<file path="config.mk">
export PLATFORM = sky130hd
export DESIGN_NAME = morse_character_keyer
export DESIGN_NICKNAME = d
export VERILOG_FILES = /design/src/rtl/mck_pkg.sv /design/src/rtl/morse_character_keyer.sv /design/src/rtl/mck_decode.sv /design/src/rtl/mck_seq.sv
export SDC_FILE = /design/constraint.sdc
export NUM_CORES = 1
export LEC_CHECK = 0
export ABC_AREA = 0
export BUFFER_PORTS_ARGS = -buffer_cell sky130_fd_sc_hd__buf_4
export CORE_AREA = 2 2 151 138
export DETAILED_ROUTE_END_ITERATION = 10
export DIE_AREA = 0 0 153 140
export MAX_ROUTING_LAYER = met4
export PLACE_DENSITY_LB_ADDON = 0.12
export SLEW_MARGIN = 10
export SYNTH_ARGS = -nofsm -noshare
export SYNTH_HDL_FRONTEND = slang
export SYNTH_SLANG_ARGS = --single-unit
</file>
<file path="constraint.sdc">
create_clock -name clk_i -period 3.1 [get_ports clk_i]
set_clock_uncertainty 0.05 [all_clocks]
set_input_delay 0.62 -clock clk_i [delete_from_list [all_inputs] [get_ports clk_i]]
set_output_delay 0.62 -clock clk_i [all_outputs]
set_load 0.02 [all_outputs]
</file>
<file path="src/rtl/mck_pkg.sv">
// Shared types, constants and code tables for the Morse character keyer.
package mck_pkg;

  localparam int UnitW  = 16;
  localparam int TicksW = 18;

  localparam logic [1:0] Units1 = 2'd1;
  localparam logic [1:0] Units3 = 2'd3;

  localparam logic [1:0] ElemDash = 2'b11;

  localparam logic [7:0] CharSpace = 8'h20;
  localparam logic [7:0] CharBang  = 8'h21;
  localparam logic [7:0] CharAt    = 8'h40;
  localparam logic [7:0] CharUpA   = 8'h41;
  localparam logic [7:0] CharUpZ   = 8'h5A;
  localparam logic [7:0] CharUndsc = 8'h5F;
  localparam logic [7:0] CharLoA   = 8'h61;
  localparam logic [7:0] CharLoZ   = 8'h7A;
  localparam logic [7:0] CharH     = 8'h48;
  localparam logic [7:0] CharK     = 8'h4B;
  localparam logic [7:0] CharU     = 8'h55;

  // one E: a single dot
  localparam logic [7:0] ErrCode   = 8'h01;
  // four E in an error word
  localparam logic [1:0] ErrRepeat = 2'd3;

  localparam logic [15:0] UnitReset = 16'd100;

  // digraphs for '!' to '@', two letters each
  localparam logic [0:63][7:0] PairTable =
    "KWRRHHSXHHASWGNGKKHHARGWDURKNROMWMUMSMHTEHTHMSOIONOSKRHHNUHHUDAC";

  typedef enum logic {
    StIdle,
    StSend
  } seq_state_e;

  // element plan for one character
  typedef struct packed {
    logic [7:0] code_a;
    logic [7:0] code_b;
    logic       gap;
    logic       err;
  } plan_t;

  typedef struct packed {
    logic       valid;
    logic       light_on;
    logic [1:0] units;
    logic       last;
  } seg_t;

  // packed element code of an uppercase letter, 2 bits per element, LSB first
  function automatic logic [7:0] letter_code(input logic [7:0] ch);
    logic [7:0] idx;
    idx = ch - CharUpA;
    case (idx)
      8'd0:    letter_code = 8'h0D;
      8'd1:    letter_code = 8'h57;
      8'd2:    letter_code = 8'h77;
      8'd3:    letter_code = 8'h17;
      8'd4:    letter_code = 8'h01;
      8'd5:    letter_code = 8'h75;
      8'd6:    letter_code = 8'h1F;
      8'd7:    letter_code = 8'h55;
      8'd8:    letter_code = 8'h05;
      8'd9:    letter_code = 8'hFD;
      8'd10:   letter_code = 8'h37;
      8'd11:   letter_code = 8'h5D;
      8'd12:   letter_code = 8'h0F;
      8'd13:   letter_code = 8'h07;
      8'd14:   letter_code = 8'h3F;
      8'd15:   letter_code = 8'h7D;
      8'd16:   letter_code = 8'hDF;
      8'd17:   letter_code = 8'h1D;
      8'd18:   letter_code = 8'h15;
      8'd19:   letter_code = 8'h03;
      8'd20:   letter_code = 8'h35;
      8'd21:   letter_code = 8'hD5;
      8'd22:   letter_code = 8'h3D;
      8'd23:   letter_code = 8'hD7;
      8'd24:   letter_code = 8'hF7;
      8'd25:   letter_code = 8'h5F;
      default: letter_code = 8'h00;
    endcase
  endfunction

endpackage

</file>
<file path="src/rtl/morse_character_keyer.sv">
// Top level of the Morse character keyer: config register, decoder, sequencer, output word.
// A character is taken when start_i is high and busy_o low. It then yields one segment word
// per clock, 2 to 16 words, each shown for one cycle with valid_o high. The start is first
// registered into the sequencer state, then each segment into the output word register;
// busy_o drops in the cycle the last word is shown. The rate is set by the sequencer, which
// shifts the letter codes out two bits per element and forms one segment per cycle. The
// receiver cannot stall: every word must be taken in the cycle it is shown. unit_length
// resets to 100 and should only be written while busy_o is low and no words are pending.
module morse_character_keyer (
  input  logic        clk_i,
  input  logic        rst_ni,
  input  logic        start_i,
  output logic        busy_o,
  input  logic [7:0]  character_i,
  input  logic        unit_length_we_i,
  input  logic [15:0] unit_length_i,
  output logic        valid_o,
  output logic        light_on_o,
  output logic [1:0]  units_o,
  output logic [17:0] ticks_o,
  output logic        last_segment_o
);
  import mck_pkg::*;

  logic [UnitW-1:0]  unit_q;
  plan_t             plan;
  seg_t              seg;
  logic [TicksW-1:0] ticks_d;
  logic              valid_q;
  logic              light_on_q;
  logic [1:0]        units_q;
  logic [TicksW-1:0] ticks_q;
  logic              last_q;

  always_ff @(posedge clk_i or negedge rst_ni) begin
    if (!rst_ni) begin
      unit_q <= UnitReset;
    end else if (unit_length_we_i) begin
      unit_q <= unit_length_i;
    end
  end

  mck_decode u_decode (
    .character_i (character_i),
    .plan_o      (plan)
  );

  mck_seq u_seq (
    .clk_i   (clk_i),
    .rst_ni  (rst_ni),
    .start_i (start_i),
    .plan_i  (plan),
    .busy_o  (busy_o),
    .seg_o   (seg)
  );

  // 3 units = 2*unit + unit
  assign ticks_d = (seg.units == Units3)
                 ? ({1'b0, unit_q, 1'b0} + {2'b00, unit_q})
                 : {2'b00, unit_q};

  always_ff @(posedge clk_i or negedge rst_ni) begin
    if (!rst_ni) begin
      valid_q <= 1'b0;
    end else begin
      valid_q <= seg.valid;
    end
  end

  always_ff @(posedge clk_i) begin
    light_on_q <= seg.light_on;
    units_q    <= seg.units;
    ticks_q    <= ticks_d;
    last_q     <= seg.last;
  end

  assign valid_o        = valid_q;
  assign light_on_o     = light_on_q;
  assign units_o        = units_q;
  assign ticks_o        = ticks_q;
  assign last_segment_o = last_q;

endmodule

</file>
<file path="src/rtl/mck_decode.sv">
// Character decoder: maps one ASCII code to its letter codes and gap and error flags.
module mck_decode (
  input  logic [7:0]     character_i,
  output mck_pkg::plan_t plan_o
);
  import mck_pkg::*;

  logic [4:0] pair_idx;
  logic [7:0] pair_a;
  logic [7:0] pair_b;
  plan_t      err_plan;

  assign pair_idx = 5'(character_i - CharBang);
  assign pair_a   = PairTable[{pair_idx, 1'b0}];
  assign pair_b   = PairTable[{pair_idx, 1'b1}];

  always_comb begin
    err_plan        = '0;
    err_plan.code_a = ErrCode;
    err_plan.gap    = 1'b1;
    err_plan.err    = 1'b1;
  end

  always_comb begin
    plan_o = '0;
    if (character_i == CharSpace) begin
      plan_o.gap = 1'b1;
    end else if (character_i inside {[CharBang:CharAt]}) begin
      if (pair_a == CharH && pair_b == CharH) begin
        plan_o = err_plan;
      end else begin
        plan_o.code_a = letter_code(pair_a);
        plan_o.code_b = letter_code(pair_b);
        plan_o.gap    = 1'b1;
      end
    end else if (character_i inside {[CharUpA:CharUpZ]}) begin
      plan_o.code_a = letter_code(character_i);
    end else if (character_i == CharUndsc) begin
      plan_o.code_a = letter_code(CharU);
      plan_o.code_b = letter_code(CharK);
      plan_o.gap    = 1'b1;
    end else if (character_i inside {[CharLoA:CharLoZ]}) begin
      plan_o.code_a = letter_code(character_i - 8'h20);
    end else begin
      plan_o = err_plan;
    end
  end

endmodule

</file>
<file path="src/rtl/mck_seq.sv">
// Segment sequencer: shifts element codes out two bits at a time, one segment per cycle.
module mck_seq (
  input  logic           clk_i,
  input  logic           rst_ni,
  input  logic           start_i,
  input  mck_pkg::plan_t plan_i,
  output logic           busy_o,
  output mck_pkg::seg_t  seg_o
);
  import mck_pkg::*;

  seq_state_e state_q, state_d;
  logic [7:0] code_a_q, code_a_d;
  logic [7:0] code_b_q, code_b_d;
  logic       gap_q, gap_d;
  logic [1:0] err_left_q, err_left_d;
  logic       phase_q, phase_d;
  logic [1:0] elem;

  always_ff @(posedge clk_i or negedge rst_ni) begin
    if (!rst_ni) begin
      state_q    <= StIdle;
      code_a_q   <= '0;
      code_b_q   <= '0;
      gap_q      <= 1'b0;
      err_left_q <= '0;
      phase_q    <= 1'b0;
    end else begin
      state_q    <= state_d;
      code_a_q   <= code_a_d;
      code_b_q   <= code_b_d;
      gap_q      <= gap_d;
      err_left_q <= err_left_d;
      phase_q    <= phase_d;
    end
  end

  assign elem = (code_a_q != '0) ? code_a_q[1:0] : code_b_q[1:0];

  always_comb begin
    state_d    = state_q;
    code_a_d   = code_a_q;
    code_b_d   = code_b_q;
    gap_d      = gap_q;
    err_left_d = err_left_q;
    phase_d    = phase_q;
    seg_o      = '0;
    case (state_q)
      StIdle: begin
        if (start_i) begin
          state_d    = StSend;
          code_a_d   = plan_i.code_a;
          code_b_d   = plan_i.code_b;
          gap_d      = plan_i.gap;
          err_left_d = plan_i.err ? ErrRepeat : 2'd0;
          phase_d    = 1'b0;
        end
      end
      StSend: begin
        seg_o.valid = 1'b1;
        if (code_a_q != '0 || code_b_q != '0) begin
          if (!phase_q) begin
            seg_o.light_on = 1'b1;
            seg_o.units    = (elem == ElemDash) ? Units3 : Units1;
            phase_d        = 1'b1;
          end else begin
            seg_o.units = Units1;
            phase_d     = 1'b0;
            if (code_a_q != '0) begin
              code_a_d = code_a_q >> 2;
            end else begin
              code_b_d = code_b_q >> 2;
            end
          end
        end else if (gap_q) begin
          seg_o.units = Units3;
          if (err_left_q != '0) begin
            code_a_d   = ErrCode;
            err_left_d = err_left_q - 2'd1;
          end else begin
            gap_d = 1'b0;
          end
        end else begin
          seg_o.units = Units3;
          seg_o.last  = 1'b1;
          state_d     = StIdle;
        end
      end
      default: state_d = StIdle;
    endcase
  end

  assign busy_o = (state_q != StIdle);

  a_last_ends: assert property (@(posedge clk_i) disable iff (!rst_ni)
    seg_o.last |=> (state_q == StIdle))
    else $error("sequencer still busy after last segment");

  a_start_busy: assert property (@(posedge clk_i) disable iff (!rst_ni)
    (start_i && state_q == StIdle) |=> (state_q == StSend))
    else $error("start not taken");

  a_on_then_off: assert property (@(posedge clk_i) disable iff (!rst_ni)
    (seg_o.valid && seg_o.light_on) |=> (seg_o.valid && !seg_o.light_on
                                         && seg_o.units == Units1))
    else $error("keyed element not followed by one-unit space");

  a_last_gap: assert property (@(posedge clk_i) disable iff (!rst_ni)
    seg_o.last |-> (!seg_o.light_on && seg_o.units == Units3))
    else $error("last segment is not a letter gap");

  a_phase_send: assert property (@(posedge clk_i) disable iff (!rst_ni)
    phase_q |-> (state_q == StSend))
    else $error("element half-sent while idle");

endmodule

</file>
==> impl_metrics.ini <==
[timing]
slew_headroom_pct = 52.9
setup_tns_ps = -5890
max_freq_ghz = 0.283
maxSlewViolCount = 0
fin_hold_ws_ps = 217
tightest_slew_ps = 701
rsz0062_at_grt = true
finalSetupViolCount = 18
fin_crit_sh_pct = 114
hold_viol_final = 0
worst_slack_ps = -439
min_period_ps = 3540

[synthesis]
synth-xor-area-share_pct = 4.31
synth_compound_area_share_pct = 27.9
netlist_instances = 745
yosys_warnings = 0
synth_top_family_by_area = compound AO/OA/AOI/OAI gates
yosysSeqAreaShare_pct = 23.9
async_flop_share_pct = 63.3
yosysMostFrequentCell = nand2_1
synth_cell_type_count = 92
yosys.area_share.simple_pct = 22.0
ys_seq_elements = 60
yosys.area.top_type = dfrtp_1
synth_edf_count = 0
synth_area_mm2 = 0.00584
synth_adder_area_share_pct = 10.4
synth_mux_area_share_pct = 5.57
synth_nets = 821
ys.flop_type = dfrtp_1
yosysTopAreaCellShare_pct = 15.0
synth_common_cells = nand2_1, nor2_1, a21oi_1
netlist_top_cells_area = dfrtp_1, ha_1, dfxtp_1
syn_area_per_cell_um2 = 7.84

[setup_path]
rr_endpoint = ticks_o[15]
reg2reg_slack_ps = 210
r2r_cells = 11
cp_common_cell = ha_4
cpPeakStageDelay_ps = 510
required_ps = 3260
r2r-start = unit_q[2]
start_kind = primary input
worstPathMaxFanout = 5
critPathBufInv = 3
setup.worst_path.class = in2reg
path_cells = buf_12 -> inv_8 -> ha_4 -> or3b_4 -> xnor2_4 -> mux2i_1 -> mux2_4 -> o21a_4 -> inv_4 -> ha_4 -> nand2_2 -> or4b_4 -> a21o_4 -> nand4_1 -> a31oi_1 -> a221o_1
cp_top_family = simple AND/OR/NAND/NOR gates
endpoint_kind = flop
slowest_stage = or4b_4
arrival_ps = 3700

[min_path]
min_path_type = in2async

[floorplanning]
dieArea_mm2 = 0.0214
die_x_um = 153
ios = 52
start_util_pct = 29.5
core_mm2 = 0.0198
rows = 49
die_h_um = 140

[pwr]
totalPowerFinal_mw = 5.02
switchingPower_mw = 1.92
p_comb_share_pct = 55.0
power.leakage_nw = 3.80
p_sw_share_pct = 38.2
p_int_mw = 3.10
seqPwrFrac_pct = 22.7
powerDensity_mw_per_mm2 = 571
ir_drop_mv = 0.320
clockPowerShare_pct = 22.3

[drt]
wire_per_inst_um = 16.6
via_count = 6360
dr.pass1.iters = 5
drc = 0
drtIter0Drc = 347
drt_wl_total_mm = 19.8
vias_per_cell = 5.31
antenna_left = 0

[placement]
place_ws_ps = -1030
placedInstanceArea_mm2 = 0.00776
gp_congestion = 0.928
dpl.hpwl_mm = 15.2
numPortBuffers = 51
dp.cells = 1160

[cts]
cts.reportedPaths.clkPinSlew_ps = 50
holdBufCountCts = 0
clock_path_buffers = 2
numCtsBuffers = 9
cts_tree = yes
cts_max_level = 3
insertion_delay_ps = 330
cts.root.buffer_cell = clkbuf_16
cts_sinks = 60

[global_routing]
gr-usage-all-layers_pct = 18.6
antenna_found_initial = 0
grt_pass1_vias = 6364
grt_pass1_wl_mm = 32.2
grt-ovfl-total = 0
grt_start_max_net_pins = 39

[run]
maxCapViolCount = 0

[status]
status = complete, but fails checks
violations = negative setup slack

[cells_and_area]
final_area_mm2 = 0.00879
drive_above_1_share_pct = 39.1
finalNonFillerCells = 1198
fillers = 1938
fin_util_pct = 44.4
nNetsFinal = 1014
num_antenna_cells = 0
area_delta_synth_final_pct = 50.6
[registers in the layout, summed over array words and instances (netlist names)]
name / count
ticks_o: 18
unit_q: 16
u_seq.code_a_q: 8
u_seq.code_b_q: 8
u_seq.err_left_q: 2
units_o: 2
last_segment_o: 1
light_on_o: 1
u_seq.busy_o: 1
u_seq.gap_q: 1
u_seq.phase_q: 1
valid_o: 1
[how the worst max path moves through the flow]
| stage | slack, ps | endpoint | start | depth (start not counted) |
|---|---|---|---|---|
| global placement | -1060 | u_seq.code_b_q[1] | character_i[1] | 17 |
| global route | -530 | u_seq.code_b_q[3] | character_i[0] | 16 |
| floorplan | -970 | u_seq.code_a_q[5] | character_i[0] | 21 |
| finish | -440 | u_seq.code_b_q[3] | character_i[0] | 16 |
| CTS | -380 | u_seq.code_b_q[3] | character_i[0] | 16 |
| detailed placement | -1030 | u_seq.code_b_q[1] | character_i[1] | 17 |
[layer usage]
| metal | global-route usage (%) | up-vias | routed length (um) |
|---|---|---|---|
| met1 | 24.8 | 3076 | 9680 |
| li1 | - | 3126 | - |
| met3 | 2.48 | 32 | 625 |
| met2 | 30.0 | 126 | 9220 |
| met5 | - | - | 0 |
| met4 | 4.73 | 0 | 320 |
[worst register-to-register path, delay by kind of cell (launching register included)]
| kind | cells | cell delay (ps) |
|---|---|---|
| xor gates and xnor gates | 1 | 160 |
| adders and majority gates | 1 | 270 |
| and+or+nand+nor | 1 | 140 |
| AOI/OAI and AO/OA | 8 | 1590 |
| DFF | 1 | 560 |
[power by group through the flow]
| stage | registers (mW) | logic [mW] | clock network, mW |
|---|---|---|---|
| 2_1_floorplan | 1.24 | 1.43 | 0 |
| 3_3_place_gp | 1.15 | 2.42 | 0 |
| 3_5_place_dp | 1.15 | 2.42 | 0 |
| 4_1_cts | 1.14 | 2.58 | 1.14 |
| 5_1_grt | 1.17 | 3.01 | 1.16 |
| 6_report | 1.14 | 2.76 | 1.12 |
[cell families after synthesis]
kind of cell,count (synthesis)
adder cells (fa/ha/maj),48
AND/OR/NAND/NOR,262
AO/OA/AOI/OAI,241
XOR/XNOR,24
buffers and inverters,80
multiplexers,30
flip-flops,60
[layout make-up]
cell class                      instances  area, um2  area share [%]
Clock buffer                           13        270            3.07
Clock inverter                          3       67.6           0.768
Inverter                               32        148            1.68
Sequential cell                        60       1400            15.9
Multi-Input combinational cell        605       4710            53.6
Tap cell                              255        319            3.63
Timing Repair Buffer                  230       1880            21.4
[cell usage in the layout (no fill, tap or decap), types with 6 or more instances in the layout]
master / instances
xor2_1: 6
o21ai_1: 13
buf_6: 15
a21oi_1: 54
o21ai_0: 35
nand2b_1: 15
dfxtp_1: 22
and3_1: 8
xnor2_1: 12
dfrtp_1: 35
a21oi_2: 7
nor2_1: 61
nor2b_1: 6
mux2_2: 14
ha_1: 38
a31oi_1: 15
a21o_1: 10
buf_12: 6
nand3b_1: 6
buf_4: 207
inv_1: 22
o211ai_1: 8
clkbuf_16: 10
o21a_1: 6
a211oi_1: 6
nand2_1: 72
nor3_1: 11
ha_4: 8
mux2i_1: 9
nand3_1: 23
[repair_timing]
action / in CTS / in global routing
resized for setup: 60 / 43
setup buffers: 11 / 9
endpoints found under the setup margin: 19 / 22
pin swaps: 42 / 26
cloned: 0 / 2
Power figures use the tool's default switching activity.
